`config.mk`:
```
export PLATFORM = sky130hd
export DESIGN_NAME = i2c_master_transaction_sequencer
export DESIGN_NICKNAME = d
export VERILOG_FILES = /design/src/rtl/i2cms_pkg.sv /design/src/rtl/i2c_master_transaction_sequencer.sv /design/src/rtl/i2cms_core.sv /design/src/rtl/i2cms_result_fifo.sv
export SDC_FILE = /design/constraint.sdc
export NUM_CORES = 1
export LEC_CHECK = 0
export BUFFER_PORTS_ARGS = -buffer_cell sky130_fd_sc_hd__clkbuf_2
export CAP_MARGIN = 25
export CORE_MARGIN = 10
export CORE_UTILIZATION = 40
export DETAILED_ROUTE_END_ITERATION = 10
export GPL_TIMING_DRIVEN = 0
export PLACE_DENSITY_LB_ADDON = 0.08
export SYNTH_ARGS = -nofsm -noshare
export SYNTH_HDL_FRONTEND = slang
export SYNTH_SLANG_ARGS = --single-unit
```
`constraint.sdc`:
```
create_clock -name i_clk -period 11.2 [get_ports i_clk]
set_clock_uncertainty 0.1 [all_clocks]
set_input_delay 0.56 -clock i_clk [delete_from_list [all_inputs] [get_ports i_clk]]
set_output_delay 0.56 -clock i_clk [all_outputs]
set_load 0.005 [all_outputs]
```
`src/rtl/i2cms_pkg.sv`:
```
// ============================================================================
// i2cms_pkg
// Shared types and codes of the I2C master transaction sequencer.
// ============================================================================
`default_nettype none

package i2cms_pkg;

    localparam int FIFO_DEPTH = 4;

    localparam logic [1:0] OP_START   = 2'd0;
    localparam logic [1:0] OP_TX_BYTE = 2'd1;
    localparam logic [1:0] OP_EVENT   = 2'd2;

    localparam logic [1:0] EV_SENT     = 2'd0;
    localparam logic [1:0] EV_RECEIVED = 2'd1;
    localparam logic [1:0] EV_STOPPED  = 2'd2;
    localparam logic [1:0] EV_ERROR    = 2'd3;

    localparam logic [3:0] ACT_START_TX    = 4'd0;
    localparam logic [3:0] ACT_SEND_BYTE   = 4'd1;
    localparam logic [3:0] ACT_START_RX_AK = 4'd2;
    localparam logic [3:0] ACT_START_RX_NK = 4'd3;
    localparam logic [3:0] ACT_RESUME_AK   = 4'd4;
    localparam logic [3:0] ACT_RESUME_NK   = 4'd5;
    localparam logic [3:0] ACT_STOP        = 4'd6;
    localparam logic [3:0] ACT_REQUEST     = 4'd7;
    localparam logic [3:0] ACT_RX_DATA     = 4'd8;
    localparam logic [3:0] ACT_DONE        = 4'd9;

    typedef struct packed {
        logic [1:0] op;
        logic       kind;
        logic [6:0] dev_addr;
        logic [7:0] cmd_count;
        logic [7:0] data_count;
        logic [7:0] tx_byte;
        logic [1:0] event_code;
        logic [7:0] rx_byte;
        logic [2:0] error_source;
    } t_item;

    typedef struct packed {
        logic [3:0] action;
        logic [6:0] target_addr;
        logic [7:0] out_byte;
        logic [7:0] in_byte;
        logic [7:0] byte_index;
        logic       byte_group;
        logic       status;
        logic [2:0] error_bits;
        logic       last;
    } t_result;

    typedef struct packed {
        logic       take;
        logic [1:0] count;
    } t_push;

    function automatic t_result blank_result(input logic [3:0] action);
        t_result r;
        r        = '0;
        r.action = action;
        return r;
    endfunction

endpackage

`default_nettype wire

```
`src/rtl/i2c_master_transaction_sequencer.sv`:
```
// ============================================================================
// i2c_master_transaction_sequencer
// Sequences write and command-then-read transactions for a byte-level I2C
// master engine: asks for transmit bytes, hands over received bytes, reports.
// ============================================================================
//
//  Channel  Direction  Payload (tdata / tuser / tlast)
//  s        in         command or engine event / op / -
//  m        out        engine command or client reply / action / last
//
// An accepted item is held in the input register, where it is evaluated;
// its one or two results are written into the registered result queue when
// the queue has room, and the first result is then offered from the queue.
// The block takes an item every cycle while the queue has two free entries;
// an item with two results fills two. Results leave one a cycle on m tready.
// Synchronous reset returns the sequencer to idle and empties the queue.
// A stall on the m side only fills the queue; it then holds s tready low.
`default_nettype none

module i2c_master_transaction_sequencer #(
    parameter int P_FIFO_DEPTH = i2cms_pkg::FIFO_DEPTH
) (
    input  wire         i_clk,
    input  wire         i_rst_n,
    input  wire         i_s_tvalid,
    output logic        o_s_tready,
    // kind[0], dev_addr[7:1], cmd_count[15:8], data_count[23:16],
    // tx_byte[31:24], event_code[33:32], rx_byte[41:34], error_source[44:42]
    input  wire  [47:0] i_s_tdata,
    // op[1:0]
    input  wire  [1:0]  i_s_tuser,
    output logic        o_m_tvalid,
    input  wire         i_m_tready,
    // target_addr[6:0], out_byte[14:7], in_byte[22:15], byte_index[30:23],
    // byte_group[31], status[32], error_bits[35:33]
    output logic [39:0] o_m_tdata,
    // action[3:0]
    output logic [3:0]  o_m_tuser,
    output logic        o_m_tlast
);

    logic                 r_in_valid;
    i2cms_pkg::t_item     r_item;
    logic                 w_room;
    logic                 w_accept;
    i2cms_pkg::t_push     w_push;
    i2cms_pkg::t_result   w_res0;
    i2cms_pkg::t_result   w_res1;
    i2cms_pkg::t_result   w_out;

    assign o_s_tready = !r_in_valid || w_push.take;
    assign w_accept   = i_s_tvalid && o_s_tready;

    always_ff @(posedge i_clk) begin
        if (!i_rst_n) begin
            r_in_valid <= 1'b0;
        end else if (o_s_tready) begin
            r_in_valid <= i_s_tvalid;
        end
    end

    always_ff @(posedge i_clk) begin
        if (w_accept) begin
            r_item.op           <= i_s_tuser;
            r_item.kind         <= i_s_tdata[0];
            r_item.dev_addr     <= i_s_tdata[7:1];
            r_item.cmd_count    <= i_s_tdata[15:8];
            r_item.data_count   <= i_s_tdata[23:16];
            r_item.tx_byte      <= i_s_tdata[31:24];
            r_item.event_code   <= i_s_tdata[33:32];
            r_item.rx_byte      <= i_s_tdata[41:34];
            r_item.error_source <= i_s_tdata[44:42];
        end
    end

    i2cms_core u_core (
        .i_clk   (i_clk),
        .i_rst_n (i_rst_n),
        .i_valid (r_in_valid),
        .i_room  (w_room),
        .i_item  (r_item),
        .o_push  (w_push),
        .o_res0  (w_res0),
        .o_res1  (w_res1)
    );

    i2cms_result_fifo #(
        .P_DEPTH (P_FIFO_DEPTH)
    ) u_fifo (
        .i_clk   (i_clk),
        .i_rst_n (i_rst_n),
        .i_push  (w_push),
        .i_res0  (w_res0),
        .i_res1  (w_res1),
        .o_room  (w_room),
        .o_valid (o_m_tvalid),
        .i_ready (i_m_tready),
        .o_res   (w_out)
    );

    assign o_m_tdata = {4'd0, w_out.error_bits, w_out.status, w_out.byte_group,
                        w_out.byte_index, w_out.in_byte, w_out.out_byte,
                        w_out.target_addr};
    assign o_m_tuser = w_out.action;
    assign o_m_tlast = w_out.last;

endmodule

`default_nettype wire

```
`src/rtl/i2cms_core.sv`:
```
// ============================================================================
// i2cms_core
// Transaction state and the logic that turns one item into up to two results.
// ============================================================================
`default_nettype none

module i2cms_core (
    input  wire                     i_clk,
    input  wire                     i_rst_n,
    input  wire                     i_valid,
    input  wire                     i_room,
    input  wire i2cms_pkg::t_item   i_item,
    output i2cms_pkg::t_push        o_push,
    output i2cms_pkg::t_result      o_res0,
    output i2cms_pkg::t_result      o_res1
);

    localparam logic [2:0] PH_IDLE      = 3'd0;
    localparam logic [2:0] PH_TX_CMD    = 3'd1;
    localparam logic [2:0] PH_TX_DATA   = 3'd2;
    localparam logic [2:0] PH_SENT_CMD  = 3'd3;
    localparam logic [2:0] PH_SENT_DATA = 3'd4;
    localparam logic [2:0] PH_RX        = 3'd5;
    localparam logic [2:0] PH_STOP      = 3'd6;

    logic [2:0] r_phase,    n_phase;
    logic       r_is_read,  n_is_read;
    logic [6:0] r_addr,     n_addr;
    logic [7:0] r_cmd_tot,  n_cmd_tot;
    logic [7:0] r_data_tot, n_data_tot;
    logic [7:0] r_position, n_position;
    logic [2:0] r_err,      n_err;
    logic       r_failed,   n_failed;

    logic                 w_take;
    logic                 w_start;
    logic                 w_sel_rd;
    logic [7:0]           w_sel_dc;
    logic [6:0]           w_sel_addr;
    i2cms_pkg::t_result   w_ac_res;
    logic [2:0]           w_ac_phase;
    logic [8:0]           w_next;
    logic [9:0]           w_next2;
    i2cms_pkg::t_result   w_r0;
    i2cms_pkg::t_result   w_r1;
    logic [1:0]           w_cnt;
    logic [2:0]           w_err_or;

    assign w_take  = i_valid && i_room;
    assign w_start = (i_item.op == i2cms_pkg::OP_START) && (r_phase == PH_IDLE);
    assign w_next  = {1'b0, r_position} + 9'd1;
    assign w_next2 = {1'b0, w_next} + 10'd1;
    assign w_err_or = r_err | i_item.error_source;

    assign w_sel_rd   = w_start ? i_item.kind       : r_is_read;
    assign w_sel_dc   = w_start ? i_item.data_count : r_data_tot;
    assign w_sel_addr = w_start ? i_item.dev_addr   : r_addr;

    // Step taken once all command bytes are out.
    always_comb begin
        if (w_sel_dc == 8'd0) begin
            w_ac_res   = i2cms_pkg::blank_result(i2cms_pkg::ACT_STOP);
            w_ac_phase = PH_STOP;
        end else if (!w_sel_rd) begin
            w_ac_res            = i2cms_pkg::blank_result(i2cms_pkg::ACT_REQUEST);
            w_ac_res.byte_group = 1'b1;
            w_ac_phase          = PH_TX_DATA;
        end else begin
            w_ac_res = i2cms_pkg::blank_result((w_sel_dc > 8'd1) ?
                           i2cms_pkg::ACT_START_RX_AK : i2cms_pkg::ACT_START_RX_NK);
            w_ac_res.target_addr = w_sel_addr;
            w_ac_phase           = PH_RX;
        end
    end

    always_comb begin
        n_phase    = r_phase;
        n_is_read  = r_is_read;
        n_addr     = r_addr;
        n_cmd_tot  = r_cmd_tot;
        n_data_tot = r_data_tot;
        n_position = r_position;
        n_err      = r_err;
        n_failed   = r_failed;
        w_r0       = '0;
        w_r1       = '0;
        w_cnt      = 2'd0;
        unique case (i_item.op)
            i2cms_pkg::OP_START: begin
                if (r_phase == PH_IDLE) begin
                    n_is_read  = i_item.kind;
                    n_addr     = i_item.dev_addr;
                    n_cmd_tot  = i_item.cmd_count;
                    n_data_tot = i_item.data_count;
                    n_position = 8'd0;
                    n_err      = 3'd0;
                    n_failed   = 1'b0;
                    if (i_item.cmd_count != 8'd0) begin
                        w_r1    = i2cms_pkg::blank_result(i2cms_pkg::ACT_REQUEST);
                        n_phase = PH_TX_CMD;
                    end else begin
                        w_r1    = w_ac_res;
                        n_phase = w_ac_phase;
                    end
                    if (!i_item.kind || i_item.cmd_count != 8'd0) begin
                        w_r0 = i2cms_pkg::blank_result(i2cms_pkg::ACT_START_TX);
                        w_r0.target_addr = i_item.dev_addr;
                        w_cnt = 2'd2;
                    end else begin
                        w_r0  = w_r1;
                        w_r1  = '0;
                        w_cnt = 2'd1;
                    end
                end
            end
            i2cms_pkg::OP_TX_BYTE: begin
                if (r_phase == PH_TX_CMD || r_phase == PH_TX_DATA) begin
                    n_phase = (r_phase == PH_TX_CMD) ? PH_SENT_CMD : PH_SENT_DATA;
                    w_r0 = i2cms_pkg::blank_result(i2cms_pkg::ACT_SEND_BYTE);
                    w_r0.out_byte = i_item.tx_byte;
                    w_cnt = 2'd1;
                end
            end
            i2cms_pkg::OP_EVENT: begin
                if (r_phase == PH_SENT_CMD || r_phase == PH_SENT_DATA) begin
                    if (i_item.event_code == i2cms_pkg::EV_ERROR) begin
                        n_failed = 1'b1;
                        n_err    = i_item.error_source;
                        n_phase  = PH_STOP;
                        w_r0     = i2cms_pkg::blank_result(i2cms_pkg::ACT_STOP);
                        w_cnt    = 2'd1;
                    end else if (i_item.event_code == i2cms_pkg::EV_SENT) begin
                        w_cnt = 2'd1;
                        if (r_phase == PH_SENT_CMD) begin
                            if (w_next < {1'b0, r_cmd_tot}) begin
                                n_position = w_next[7:0];
                                n_phase    = PH_TX_CMD;
                                w_r0 = i2cms_pkg::blank_result(i2cms_pkg::ACT_REQUEST);
                                w_r0.byte_index = w_next[7:0];
                            end else begin
                                n_position = 8'd0;
                                n_phase    = w_ac_phase;
                                w_r0       = w_ac_res;
                            end
                        end else begin
                            if (w_next < {1'b0, r_data_tot}) begin
                                n_position = w_next[7:0];
                                n_phase    = PH_TX_DATA;
                                w_r0 = i2cms_pkg::blank_result(i2cms_pkg::ACT_REQUEST);
                                w_r0.byte_index = w_next[7:0];
                                w_r0.byte_group = 1'b1;
                            end else begin
                                n_phase = PH_STOP;
                                w_r0 = i2cms_pkg::blank_result(i2cms_pkg::ACT_STOP);
                            end
                        end
                    end
                end else if (r_phase == PH_RX) begin
                    if (i_item.event_code == i2cms_pkg::EV_ERROR) begin
                        n_failed = 1'b1;
                        n_err    = i_item.error_source;
                        n_phase  = PH_STOP;
                        w_r0     = i2cms_pkg::blank_result(i2cms_pkg::ACT_STOP);
                        w_cnt    = 2'd1;
                    end else if (i_item.event_code == i2cms_pkg::EV_RECEIVED) begin
                        w_r0 = i2cms_pkg::blank_result(i2cms_pkg::ACT_RX_DATA);
                        w_r0.in_byte    = i_item.rx_byte;
                        w_r0.byte_index = r_position;
                        if (w_next < {1'b0, r_data_tot}) begin
                            n_position = w_next[7:0];
                            w_r1 = i2cms_pkg::blank_result(
                                       (w_next2 < {2'b00, r_data_tot}) ?
                                       i2cms_pkg::ACT_RESUME_AK :
                                       i2cms_pkg::ACT_RESUME_NK);
                            w_cnt = 2'd2;
                        end else begin
                            n_phase = PH_STOP;
                            w_cnt   = 2'd1;
                        end
                    end
                end else if (r_phase == PH_STOP) begin
                    if (i_item.event_code == i2cms_pkg::EV_STOPPED ||
                        i_item.event_code == i2cms_pkg::EV_ERROR) begin
                        if (i_item.event_code == i2cms_pkg::EV_ERROR && r_failed) begin
                            n_err = w_err_or;
                        end
                        w_r0 = i2cms_pkg::blank_result(i2cms_pkg::ACT_DONE);
                        w_r0.status     = r_failed;
                        w_r0.error_bits = r_failed ? n_err : 3'd0;
                        n_phase = PH_IDLE;
                        w_cnt   = 2'd1;
                    end
                end
            end
            default: begin
            end
        endcase
        if (w_cnt == 2'd2) begin
            w_r1.last = 1'b1;
        end else begin
            w_r0.last = 1'b1;
        end
    end

    always_ff @(posedge i_clk) begin
        if (!i_rst_n) begin
            r_phase    <= PH_IDLE;
            r_is_read  <= 1'b0;
            r_addr     <= 7'd0;
            r_cmd_tot  <= 8'd0;
            r_data_tot <= 8'd0;
            r_position <= 8'd0;
            r_err      <= 3'd0;
            r_failed   <= 1'b0;
        end else if (w_take) begin
            r_phase    <= n_phase;
            r_is_read  <= n_is_read;
            r_addr     <= n_addr;
            r_cmd_tot  <= n_cmd_tot;
            r_data_tot <= n_data_tot;
            r_position <= n_position;
            r_err      <= n_err;
            r_failed   <= n_failed;
        end
    end

    assign o_push.take  = w_take;
    assign o_push.count = w_take ? w_cnt : 2'd0;
    assign o_res0       = w_r0;
    assign o_res1       = w_r1;

endmodule

`default_nettype wire

```
`src/rtl/i2cms_result_fifo.sv`:
```
// ============================================================================
// i2cms_result_fifo
// Small register queue that takes up to two results a cycle and gives one on ready.
// ============================================================================
`default_nettype none

module i2cms_result_fifo #(
    parameter int P_DEPTH = i2cms_pkg::FIFO_DEPTH
) (
    input  wire                     i_clk,
    input  wire                     i_rst_n,
    input  wire i2cms_pkg::t_push   i_push,
    input  wire i2cms_pkg::t_result i_res0,
    input  wire i2cms_pkg::t_result i_res1,
    output logic                    o_room,
    output logic                    o_valid,
    input  wire                     i_ready,
    output i2cms_pkg::t_result      o_res
);

    localparam int PW = (P_DEPTH > 1) ? $clog2(P_DEPTH) : 1;
    localparam int CW = $clog2(P_DEPTH + 1);
    localparam logic [PW-1:0] LAST_PTR = PW'(P_DEPTH - 1);
    localparam logic [CW-1:0] ROOM_MAX = CW'(P_DEPTH - 2);

    i2cms_pkg::t_result r_mem [P_DEPTH];
    logic [PW-1:0] r_wr_ptr, n_wr_ptr;
    logic [PW-1:0] r_rd_ptr, n_rd_ptr;
    logic [CW-1:0] r_count,  n_count;
    logic [PW-1:0] w_wr_ptr1;
    logic          w_pop;

    function automatic logic [PW-1:0] ptr_inc(input logic [PW-1:0] p);
        return (p == LAST_PTR) ? '0 : p + PW'(1);
    endfunction

    assign w_pop     = (r_count != '0) && i_ready;
    assign w_wr_ptr1 = ptr_inc(r_wr_ptr);

    always_comb begin
        n_wr_ptr = r_wr_ptr;
        n_rd_ptr = w_pop ? ptr_inc(r_rd_ptr) : r_rd_ptr;
        unique case (i_push.count)
            2'd1:    n_wr_ptr = w_wr_ptr1;
            2'd2:    n_wr_ptr = ptr_inc(w_wr_ptr1);
            default: n_wr_ptr = r_wr_ptr;
        endcase
        n_count = r_count + CW'(i_push.count) - CW'(w_pop);
    end

    always_ff @(posedge i_clk) begin
        if (!i_rst_n) begin
            r_wr_ptr <= '0;
            r_rd_ptr <= '0;
            r_count  <= '0;
        end else begin
            r_wr_ptr <= n_wr_ptr;
            r_rd_ptr <= n_rd_ptr;
            r_count  <= n_count;
        end
    end

    always_ff @(posedge i_clk) begin
        if (i_push.count != 2'd0) begin
            r_mem[r_wr_ptr] <= i_res0;
        end
        if (i_push.count == 2'd2) begin
            r_mem[w_wr_ptr1] <= i_res1;
        end
    end

    assign o_room  = (r_count <= ROOM_MAX);
    assign o_valid = (r_count != '0);
    assign o_res   = r_mem[r_rd_ptr];

endmodule

`default_nettype wire
```
==> results by stage, run 1 <==
Logic synthesis:
- Ranked by total cell area, the synthesized netlist is headed by sky130_fd_sc_hd__dfxtp_1, sky130_fd_sc_hd__edfxtp_1, sky130_fd_sc_hd__mux4_2.
- Counting flops with an async set or reset pin after synthesis yields a share of 0%.
- Counting every instance in the synthesized netlist gives around 1,100.
- The number of unique standard cell types used by synthesis is between 70 and 80.
- The average size of a mapped cell is 10.8 um^2.
- For this run, the register share of the synthesized area comes to 50.6%.
- Yosys printed 0 warnings.
- The synthesized flop and latch total is between 200 and 300.
- The number of synthesized flops with an enable pin is 95.
- Among all flip-flop cells after synthesis, the most frequent one is sky130_fd_sc_hd__dfxtp_1.
- The mapped netlist covers 12,200 um^2.
- The library cell occupying the most area in the post-synthesis netlist is sky130_fd_sc_hd__dfxtp_1.
- The top cell type by area accounts for roughly 27% of the synthesized area.

Placed design:
- The number of I/O port buffers is 93.
- The HPWL after detailed placement is around 27,000 um.
- The placed cell count is between 1,500 and 2,000.
- The final weighted congestion in routability-driven placement is 0.910.

Job:
- Max-cap violations in this run came to 0.

STA:
- The worst slew slack as a fraction of its limit is 37.5%.
- Setup violations remaining at the end of the flow were counted as 0.
- The final period demand of the worst path is 5.53 ns.
- Setup repair after global routing left no endpoint under its margin.
- For this run, the top clock speed supported by timing is about 0.18 GHz.
- The final hold violation count came to 0.
- The sum of negative setup slack is 0 ns.
- The final clock period utilization by the worst path is 49.4%.
- The number of max-slew violations in the final report is 0.
- The slew of the pin with the lowest slew margin is between 0.9 and 1 ns.
- The tightest hold path in the finished design has a slack of approximately 0.073 ns.

Route:
- The routed length per instance is about 22 um.
- In the routed design, unresolved DRC markers number 0.
- The count of vias placed by the detailed router is 9,434.
- The via count normalized by instance count is 5.67.
- The first TritonRoute pass finished after 6 iterations.
- In this run, the number of DRC markers left after iteration 0 of detailed routing was 737.
- After detailed routing, the total wire length is 36,800 um.
- The detail route stage leaves a number of antenna-violating nets equal to 0.

Layout:
- Cells fill roughly 48% of the core in the end.
- The most common library cell in the layout ignoring fill and taps is sky130_fd_sc_hd__dfxtp_1.
- Compared with the post-synthesis result, the final layout area differs by 16.7%.
- The number of nets at the end of the flow is 1,352.
- 0 antenna diodes ended up in the layout.
- The fraction of layout instances using a drive strength above 1 is 18.7%.
- In the layout the commonest cells are sky130_fd_sc_hd__dfxtp_1, sky130_fd_sc_hd__nand2_1, sky130_fd_sc_hd__edfxtp_1.
- The count of non-filler cells in the finished layout is 1,665.

Worst setup path:
- For this run, the slowest stage of the critical path takes 0.58 ns.
- The depth of the worst register-to-register path is 18.
- The kind of end point of the critical path is a flip-flop.
- Of all nets on the critical path, the largest fanout is 10.
- Counting both buffers and inverters, the worst setup path holds a total of 3.
- In this run the register-to-register setup slack is 5.67 ns.
- Data on the critical path arrives at its endpoint at 5.88 ns.
- The worst setup path is launched from a flip-flop.
- The slowest library cell on the worst path is sky130_fd_sc_hd__xor2_1.
- The worst setup path is of the flip-flop to flip-flop kind.
- The cell family with the largest share of critical-path delay is simple AND/OR/NAND/NOR gates.
- The critical path goes through ha_1 > nand4_1 > nor2_1 > xor2_1 > ha_1 > and4_1 > o41ai_1 > o211ai_2 > o41ai_4 > nand3_1 > nand2_1 > ha_1 > clkbuf_1 > nand2_1 > and4_1 > clkbuf_1 > buf_2 > a32o_1.
- Counting buffers and inverters, the worst setup path is 18 cells deep.
- The cell repeated most along the worst path is sky130_fd_sc_hd__ha_1.
- The data required time of the worst path is 11.55 ns.

Floorplanning:
- The vertical extent of the die is 194 um.
- The number of ports placed on the die boundary is 101.
- The die covers 37,800 um^2.
- Once the floorplan was initialized, standard cells occupied 40.8% of the core.
- The site row count is 63.
- The area of the core region is a little under 30,000 um^2.
- The die width is 194 um.

Power and ir drop:
- The power density relative to cell area is 169 nW/um^2.
- The analysis attributes to cell leakage a power of 5.32 nW.
- The post-layout total power is 2.39 mW.
- IR analysis of the VDD net gives a maximum drop of 0.111 mV.

Clock tree:
- TritonCTS created 29 clock buffers.
- The root buffer cell chosen for the clock tree is sky130_fd_sc_hd__clkbuf_16.
- TritonCTS built the clock tree.
- The clock latency at the later pin of the worst-skew pair is 0.56 ns.
- The post-cts repair resize count is 0.
- CTS built an H-tree with a depth of 1.
- The maximum count of clock buffers along a single path is 3.
- CTS saw between 200 and 300 sinks.
- The clock-pin slew on the worst setup and hold paths is roughly 0.060 ns.
- The count of buffers added by post-CTS timing repair for setup is 0.
- Hold repair after CTS inserted 0 buffers.

Global routing:
- The initial antenna violation count is 0.
- Global routing used about a fifth of the available tracks.
- The via count of the first global-routing pass was 9,386.
- Entering global routing, the biggest net connects 40 pins.
- The first global-routing pass estimated about 57,000 um of wire.
- The global route total overflow is 0.

Min path:
- The number of cells on the worst hold path is 1.
- The path class of the tightest hold or removal check is primary input to flip-flop.

Run status:
- The run finished with clean final reports.
## stage by stage
step                setup WS (ns)  instance area, um^2
floorplan                    7.06                12200
global placement             5.82                13100
detailed placement           5.88                13200
CTS                          5.85                14200
global route                 5.49                14200
finish                       5.67                14200
## per-layer routing
metal | part of all wire [%] | vias up | GRT usage (%)
met5 | 0 | - | 0
met4 | 2.9 | 0 | 5.91
met3 | 6.6 | 66 | 3.75
met2 | 42 | 332 | 27.9
met1 | 48 | 4555 | 27.1
li1 | - | 4481 | -
## Yosys cell counts, types with 9 or more instances
cell type / instances
sky130_fd_sc_hd__a21oi_1: 60
sky130_fd_sc_hd__a22o_1: 45
sky130_fd_sc_hd__a22oi_1: 15
sky130_fd_sc_hd__a31oi_1: 10
sky130_fd_sc_hd__a32o_1: 25
sky130_fd_sc_hd__buf_2: 30
sky130_fd_sc_hd__clkbuf_1: 36
sky130_fd_sc_hd__dfxtp_1: 165
sky130_fd_sc_hd__edfxtp_1: 95
sky130_fd_sc_hd__ha_1: 43
sky130_fd_sc_hd__inv_1: 56
sky130_fd_sc_hd__mux2i_1: 14
sky130_fd_sc_hd__mux4_2: 41
sky130_fd_sc_hd__nand2_1: 111
sky130_fd_sc_hd__nand2b_1: 18
sky130_fd_sc_hd__nand3_1: 33
sky130_fd_sc_hd__nand4_1: 9
sky130_fd_sc_hd__nor2_1: 84
sky130_fd_sc_hd__nor3_1: 12
sky130_fd_sc_hd__o21ai_0: 34
sky130_fd_sc_hd__o22ai_1: 18
sky130_fd_sc_hd__o2bb2ai_1: 22
## final timing paths
check | end | start
hold reg to reg | u_core.r_addr[4] | u_core.r_addr[4]
hold / removal | r_item[19] | i_s_tdata[30]
setup / recovery | u_fifo.r_mem[3][19] | u_core.r_position[2]
setup reg to reg | u_fifo.r_mem[3][19] | u_core.r_position[2]
## registers in the layout, summed over array words and instances (netlist names), named ones only
name and cells:
u_fifo.r_mem 164, r_item 47, u_core.r_cmd_tot 8, u_core.r_data_tot 8, u_core.r_position 8, u_core.r_addr 7, u_core.r_err 3, u_core.r_phase 3
u_fifo.r_count 3, u_fifo.r_rd_ptr 2, u_fifo.r_wr_ptr 2, r_in_valid 1, u_core.r_failed 1, u_core.r_is_read 1
## area by class of cell
| type | instances | area [um^2] |
|---|---|---|
| Buffer | 76 | 342 |
| Clock buffer | 47 | 906 |
| Clock inverter | 5 | 90.1 |
| Fill cell | 2844 | 15600 |
| Inverter | 60 | 225 |
| Multi-Input combinational cell | 729 | 5450 |
| Sequential cell | 260 | 6160 |
| Tap cell | 390 | 488 |
| Timing Repair Buffer | 98 | 538 |
## cell families after synthesis
group	share of synthesized area (%)
AND/OR/NAND/NOR	12.1
AO/OA/AOI/OAI	18.1
flip-flops	50.6
buffers and inverters	4.66
multiplexers	8.84
adder cells (fa/ha/maj)	4.59
XOR/XNOR	1.01
other	0.0309
## report_power, final
part           total [mW]  internal, mW  switching, mW
clock network       0.985         0.597          0.388
logic               0.360         0.146          0.215
registers            1.05          1.02         0.0254
Note: power is estimated with default switching activity, not from simulation.
==> inputs of run 2 (changes only) <==
==> constraint.sdc (replaced) <==
create_clock -name i_clk -period 4.4 [get_ports i_clk]
set_clock_uncertainty 0.1 [all_clocks]
set_input_delay 0.22 -clock i_clk [delete_from_list [all_inputs] [get_ports i_clk]]
set_output_delay 0.22 -clock i_clk [all_outputs]
set_load 0.005 [all_outputs]
==> run 2 against run 1 <==
First-iteration DRC count fell by 9.2%. Power rose to 2.6 times the previous value. Non-clock buffer count rose by 63. Sequential share of layout area fell by 2.4 points. Count of clock-buffer cells in the layout did not move. Register-to-register slack got worse by 5.5 ns. Die area did not move. Cell area rose by 6.0%. Utilization rose by 2.8 points. Global-route usage rose by 0.34 points. Setup slack got worse by 5.5 ns. Critical path depth fell by 2. Critical endpoint is now u_fifo.r_mem[0][31].
==> results by stage, run 2 (same netlist as run 1, synthesis figures left out) <==
Run status:
- The run finished with clean final reports.

Route:
- The count of vias placed by the detailed router came to 9,677 (+2.6%).
- The routed wire length is 37,700 um (+2.3%).
- The length of the first detailed-routing pass in iterations is 5 (-1).
- The final routed DRC violation total is 0 (unchanged).
- The violation count after the first detailed-route iteration was 669 (-9.2%).
- The number of nets still failing antenna checks after routing came to 0 (unchanged).
- The via count normalized by instance count is 5.60 (-1.2%).
- The routed length per instance is 21.8 um (-1.4%).

Global routing:
- The global route total overflow is 0 (unchanged).
- The initial antenna violation count is 0 (unchanged).
- The global-route total usage across every layer is 19.2% (+0.34 points).
- The maximum number of pins on one net before global-route repair is 40 (unchanged).
- The global-route wire length before repair is 58,200 um (+1.9%).
- The via count of the first global-routing pass was 9,630 (+2.6%).

Placed design:
- The post-placement setup slack is -0.919 ns (-6.80 ns).
- The placed cell count is 1,610 (unchanged).
- The final weighted congestion in routability-driven placement is 0.910 (unchanged).
- The number of I/O port buffers is 93 (unchanged).
- The HPWL after detailed placement was 27,200 um (unchanged).

Layout:
- The library cells used most frequently in the layout, excluding fill and tap cells, are sky130_fd_sc_hd__dfxtp_1, sky130_fd_sc_hd__nand2_1, sky130_fd_sc_hd__edfxtp_1.
- The number of nets at the end of the flow is 1,415 (+4.7%).
- The count of non-filler cells in the finished layout came to 1,728 (+3.8%).
- The fraction of layout instances using a drive strength above 1 is 21.5% (+2.9 points).
- More flip-flops sit in one register than any other, and that register is u_fifo.r_mem.
- The antenna diode instance count came to 0 (unchanged).
- The library cell used most frequently in the layout, excluding fill and tap cells, is sky130_fd_sc_hd__dfxtp_1.
- The total of fill cells in the finished design was 2,768 (-2.7%).
- The flip-flop count of the largest register, all copies and words added is 164 (unchanged).
- In the final layout, the registers with the most flip-flops are u_fifo.r_mem x164, r_item x47.
- Relative to the synthesized area, the layout overhead comes to 23.7%.

Worst setup path:
- Walking the worst path, the cells encountered are ha_1 > and3_1 > buf_2 > and2_2 > xor2_2 > ha_1 > and4_1 > o41ai_1 > o211ai_2 > inv_1 > a21o_1 > and3_1 > clkbuf_1 > nor2_1 > clkinvlp_4 > buf_4.
- The slowest library cell on the worst path is sky130_fd_sc_hd__nor2_1.
- The kind of end point of the critical path is a flip-flop.
- The worst setup path is of the flip-flop to flip-flop kind.
- The data required time of the worst path was 4.62 ns (-6.93 ns).
- The delay contributed by the slowest stage of the critical path was 0.48 ns (-0.10 ns).
- The data arrival time of the critical path was 4.49 ns (-1.39 ns).
- The largest driver fanout on the critical path is 8 (-2).
- STA classifies the critical path startpoint as a flip-flop.
- The reg2reg setup slack is 0.12 ns (-5.54 ns).

Power and ir drop:
- The worst-case vdd ir drop was 0.285 mV (+160%).
- The leakage power figure is 5.63 nW (+5.8%).
- The power density relative to cell area is 410 nW/um^2 (+140%).

Clock tree:
- The tree is rooted in a sky130_fd_sc_hd__clkbuf_16.
- The number of CTS-inserted buffers is 29 (unchanged).
- The clock-pin slew on the worst setup and hold paths is 0.06 ns (about the same).
- The maximum count of clock buffers along a single path is 3 (unchanged).
- The clock latency at the later pin of the worst-skew pair is 0.56 ns (about the same).
- The number of sinks handled by clock tree synthesis came to 260 (unchanged).
- The level count of the clock H-tree is 1 (unchanged).
- The CTS tree is yes.

STA:
- The setup slack of the critical path after layout is 0.123 ns (-5.54 ns).
- The timing-limited maximum frequency is 0.234 GHz (+29%).
- The slew of the pin with the lowest slew margin came to 0.980 ns (+0.0448 ns).
- The number of max-slew violations in the final report came to 0 (unchanged).
- The final period demand of the worst path is 4.28 ns (-1.26 ns).
- The final clock period utilization by the worst path is 97.2% (+48 points).
- The worst slew slack as a fraction of its limit is 34.4% (-3.2 points).
- The final hold violation count is 0 (unchanged).
- The setup violation total in the final timing report is 0 (unchanged).

Floorplanning:
- The die width is 194 um (unchanged).
- The vertical extent of the die is 194 um (unchanged).
- The effective utilization at floorplan is 40.8% (unchanged).
- The area of the core region is 29,800 um^2 (unchanged).
- The number of ports placed on the die boundary is 101 (unchanged).
- The area enclosed by the die boundary is 37,800 um^2 (unchanged).
- The site row count came to 63 (unchanged).

Job:
- The number of max-capacitance violations reported was 0 (unchanged).

Min path:
- The min-delay analysis places its worst path in the category primary input to flip-flop.
==> run 2: path summary, 6_finish.rpt <==
path / start / endpoint / cells after the start
max: u_core.r_position[0] / u_fifo.r_mem[0][31] / 16
min: i_m_tready / u_fifo.r_rd_ptr[1] / 4
max reg2reg: u_core.r_position[0] / u_fifo.r_mem[0][31] / 16
min reg2reg: u_core.r_cmd_tot[7] / u_core.r_cmd_tot[7] / 2
==> run 2: layout make-up <==
type	instances	area, um^2	share of cell area, %
timing repair buffer	165	1200	7.99
clock inverter	5	90.1	0.599
buffer	72	367	2.44
inverter	60	240	1.60
tap	390	488	3.25
multi-input combinational	729	5580	37.1
sequential	260	6160	41.0
clock buffer	47	906	6.02
==> run 2: layer usage <==
| metal | wire, um | global-route usage, % | vias up | part of all wire (%) |
|---|---|---|---|---|
| met3 | 2650 | 3.75 | 69 | 7.0 |
| met4 | 1050 | 5.71 | 0 | 2.8 |
| met2 | 16200 | 28.9 | 313 | 43 |
| met1 | 17700 | 27.3 | 4701 | 47 |
| li1 | - | - | 4594 | - |
| met5 | 0 | 0 | - | 0 |
==> run 2: worst max-delay path: cells and delay by family, from the launching register on <==
family | cells | cell delay, ns
AND/OR/NAND/NOR | 5 | 1.26
AO/OA/AOI/OAI | 3 | 0.66
adder cells (fa/ha/maj) | 2 | 0.55
flip-flops | 1 | 0.35
buffers and inverters | 5 | 0.90
XOR/XNOR | 1 | 0.21
==> run 2: what timing repair did <==
action | 4_1_cts | 5_1_grt
resized for setup | 24 | 31
hold buffers | 49 | 0
buffers inserted | 15 | 3
endpoints found under the hold margin | 54 | 0
setup endpoints to repair | 186 | 163
pin swaps | 6 | 2
==> run 2: metrics by stage <==
stage	power (mW)	TNS (ns)	area [um^2]	utilization, %	hold slack [ns]
2_1_floorplan	3.28	0	12200	-	0.219
3_3_place_gp	3.60	-141.06	13100	44.0	0.297
3_5_place_dp	3.63	-135.60	13200	44.2	0.299
4_1_cts	6.19	-0.976	14900	49.9	0.00198
5_1_grt	6.42	-0.410	15000	50.5	0.0177
6_report	6.16	0	15000	50.5	0.0120
==> run 2: power breakdown <==
part / internal [mW] / switching [mW] / total (mW)
registers: 2.60 / 0.0669 / 2.67
logic: 0.413 / 0.567 / 0.979
clock network: 1.52 / 0.989 / 2.51
==> inputs of run 3 (changes only) <==
--- a/config.mk
+++ b/config.mk
@@ -7,8 +7,10 @@
 export LEC_CHECK = 0
 export BUFFER_PORTS_ARGS = -buffer_cell sky130_fd_sc_hd__clkbuf_2
 export CAP_MARGIN = 25
+export CORE_ASPECT_RATIO = 1.25
 export CORE_MARGIN = 10
-export CORE_UTILIZATION = 40
+export CORE_UTILIZATION = 35
+export CTS_CLUSTER_DIAMETER = 30
 export DETAILED_ROUTE_END_ITERATION = 10
 export GPL_TIMING_DRIVEN = 0
 export PLACE_DENSITY_LB_ADDON = 0.08
==> run 3 against run 2 <==
Die area grew 13%. Sequential cell count is the same. Combinational power about the same. Cell area rose by 7.7%. Power up 31%. Utilization fell by 3.4 points. Worst hold slack better by 0.24 ns. Highest routed layer unchanged. Largest power group is now clock.
==> results by stage, run 3 (same netlist as run 1, synthesis figures left out) <==
Route:
- The count of vias placed by the detailed router came to 9,960 (+2.9%).
- The routed wire length is 39,000 um (+3.7%).
- The length of the first detailed-routing pass in iterations is 5 (unchanged).
- The number of nets still failing antenna checks after routing is 0 (unchanged).
- The final routed DRC violation total is 0 (unchanged).
- The via count normalized by instance count is 5.33 (-4.9%).
- The routed length per instance came to 20.9 um (-4.2%).
- The violation count after the first detailed-route iteration came to 585 (-13%).

Floorplanning:
- The area of the core region is 34,400 um^2 (+16%).
- The area enclosed by the die boundary is 42,600 um^2 (+13%).
- The number of ports placed on the die boundary was 101 (unchanged).
- The effective utilization at floorplan came to 35.3% (-5.5 points).
- The vertical extent of the die is 228 um (+18%).
- The site row count is 76 (+21%).
- The die width came to 187 um (-3.9%).

Clock tree:
- The number of sinks handled by clock tree synthesis was 260 (unchanged).
- The number of CTS-inserted buffers was 58 (+100%).
- TritonCTS built the clock tree.
- The maximum count of clock buffers along a single path is 3 (unchanged).
- The level count of the clock H-tree is 2 (+1).
- The clock-pin slew on the worst setup and hold paths is 0.05 ns (about the same).
- The clock latency at the later pin of the worst-skew pair came to 0.58 ns (+0.02 ns).
- The cell chosen for the clock root is sky130_fd_sc_hd__clkbuf_16.

Placed design:
- The placed cell count came to 1,687 (+4.8%).
- The HPWL after detailed placement is 27,800 um (+2.3%).
- The post-place instance area is 13,200 um^2 (+0.63%).
- The number of I/O port buffers came to 93 (unchanged).
- The final weighted congestion in routability-driven placement is 0.889 (-2.3%).

Worst setup path:
- The data arrival time of the critical path is 4.46 ns (-0.03 ns).
- The kind of end point of the critical path is a flip-flop.
- The largest driver fanout on the critical path came to 12 (+4).
- The critical path is of the flip-flop to flip-flop type.
- The data required time of the worst path was 4.62 ns (about the same).
- STA classifies the critical path startpoint as a flip-flop.

Global routing:
- The via count of the first global-routing pass is 10,300 (+7.3%).
- The global route total overflow is 0 (unchanged).
- The initial antenna violation count was 0 (unchanged).
- The global-route wire length before repair was 60,700 um (+4.2%).
- The maximum number of pins on one net before global-route repair is 27 (-33%).
- The global-route total usage across every layer came to 17.9% (-1.3 points).

Job:
- The number of max-capacitance violations reported is 0 (unchanged).

Power and ir drop:
- The worst-case vdd ir drop is 0.307 mV (+7.6%).
- The leakage power figure is 6.15 nW (+9.2%).
- The post-layout total power came to 8.04 mW (+31%).
- The power density relative to cell area is 496 nW/um^2 (+21%).

STA:
- The final period demand of the worst path is 4.24 ns (-0.0416 ns).
- The number of max-slew violations in the final report is 0 (unchanged).
- The final clock period utilization by the worst path came to 96.3% (-0.95 points).
- The timing-limited maximum frequency is 0.236 GHz (+0.98%).
- The final hold violation count came to 0 (unchanged).
- The slew of the pin with the lowest slew margin came to 0.985 ns (+0.00553 ns).
- The worst slew slack as a fraction of its limit is 34.3% (-0.064 points).
- The setup violation total in the final timing report is 0 (unchanged).

Layout:
- The most common library cell in the layout ignoring fill and taps is sky130_fd_sc_hd__dfxtp_1.
- u_fifo.r_mem holds more flip-flops than any other register.
- The area growth from synthesis to layout is 33.2%.
- The number of nets at the end of the flow is 1,450 (+2.5%).
- Leaving out fill and tap cells, the most frequent cells in the layout are sky130_fd_sc_hd__dfxtp_1, sky130_fd_sc_hd__nand2_1, sky130_fd_sc_hd__edfxtp_1.
- The antenna diode instance count is 0 (unchanged).
- The count of non-filler cells in the finished layout is 1,870 (+8.2%).
- The fraction of layout instances using a drive strength above 1 is 24.2% (+2.7 points).
- The summed area of non-filler cells in the final layout came to 16,200 um^2 (+7.7%).
- The flip-flop count of the largest register, all copies and words added is 164 (unchanged).
- In the final layout, the registers with the most flip-flops are u_fifo.r_mem x164, r_item x47.
- The final design utilization was 47.0% (-3.4 points).

Min path:
- The tightest min-delay check is of the primary input to flip-flop type.

Run status:
- The flow ran to the end, and the final reports show no timing, DRC or antenna violations.
[run 3: changes by cell type in the layout (fill, tap and decap cells not counted), moves of 4 or more]
| cell | previous run | this run |
|---|---|---|
| sky130_fd_sc_hd__clkinv_4 | 0 | 4 |
| sky130_fd_sc_hd__clkbuf_1 | 37 | 45 |
| sky130_fd_sc_hd__a22oi_2 | 7 | 0 |
| sky130_fd_sc_hd__bufinv_16 | 2 | 6 |
| sky130_fd_sc_hd__a22oi_1 | 8 | 15 |
| sky130_fd_sc_hd__buf_4 | 27 | 33 |
| sky130_fd_sc_hd__clkbuf_16 | 30 | 60 |
| sky130_fd_sc_hd__clkinvlp_4 | 4 | 10 |
[run 3: layer usage]
layer / routed length, um / track usage (%)
met1: 15500 / 20.3
met2: 20500 / 32.9
met3: 1960 / 3.33
met4: 1030 / 6.18
met5: 0 / 0
[run 3: critical path, stage by stage (launching register included)]
cell and delay, ns:
sky130_fd_sc_hd__dfxtp_2 0.36, sky130_fd_sc_hd__ha_1 0.24, sky130_fd_sc_hd__and3_1 0.19, sky130_fd_sc_hd__buf_2 0.16, sky130_fd_sc_hd__and2_2 0.22, sky130_fd_sc_hd__xor2_2 0.20, sky130_fd_sc_hd__ha_1 0.31, sky130_fd_sc_hd__and4_1 0.21
sky130_fd_sc_hd__o41ai_2 0.08, sky130_fd_sc_hd__o211ai_2 0.29, sky130_fd_sc_hd__buf_4 0.17, sky130_fd_sc_hd__inv_1 0.05, sky130_fd_sc_hd__a21o_1 0.20, sky130_fd_sc_hd__nand2_2 0.13, sky130_fd_sc_hd__inv_2 0.08, sky130_fd_sc_hd__ha_4 0.19
sky130_fd_sc_hd__buf_2 0.16, sky130_fd_sc_hd__a32oi_2 0.24, sky130_fd_sc_hd__buf_6 0.16, sky130_fd_sc_hd__clkinvlp_4 0.09, sky130_fd_sc_hd__buf_12 0.16
[run 3: layout make-up]
| cell class | count | area [um^2] |
|---|---|---|
| Clock buffer | 82 | 1660 |
| Fill cell | 3255 | 18200 |
| Sequential cell | 260 | 6160 |
| Clock inverter | 28 | 367 |
| Timing Repair Buffer | 171 | 1240 |
| Inverter | 60 | 240 |
| Tap cell | 468 | 586 |
| Buffer | 72 | 374 |
| Multi-Input combinational cell | 729 | 5570 |
[run 3: report_power, final]
part           internal [mW]  total (mW)  switching [mW]
sequential              2.61        2.67          0.0638
clock                   2.99        4.38            1.40
combinational          0.415       0.979           0.564
total                   6.01        8.04            2.02
[run 3: worst paths after layout]
check,from,end,slack [ns],depth (start not counted)
setup / recovery,u_core.r_position[0],u_fifo.r_mem[2][5],0.16,20
hold / removal,i_s_tdata[38],r_item[7],0.25,2
setup reg to reg,u_core.r_position[0],u_fifo.r_mem[2][5],0.16,20
hold reg to reg,u_core.r_addr[1],u_core.r_addr[1],0.35,2
[run 3: what timing repair did]
| action | CTS | global route |
|---|---|---|
| endpoints found under the hold margin | 58 | 0 |
| hold buffers | 50 | 0 |
| resized for setup | 31 | 28 |
| setup buffers | 16 | 8 |
| endpoints found under the setup margin | 208 | 166 |
| pin swaps | 8 | 4 |
[run 3: stage by stage]
step | hold WS, ns | setup slack [ns] | setup TNS (ns)
3_3_place_gp | 0.296 | -1.14 | -164.86
2_1_floorplan | 0.219 | 0.255 | 0
4_1_cts | 0.224 | 0.00128 | 0
3_5_place_dp | 0.299 | -1.15 | -164.09
5_1_grt | 0.239 | -0.00546 | -0.0181
6_report | 0.251 | 0.164 | 0
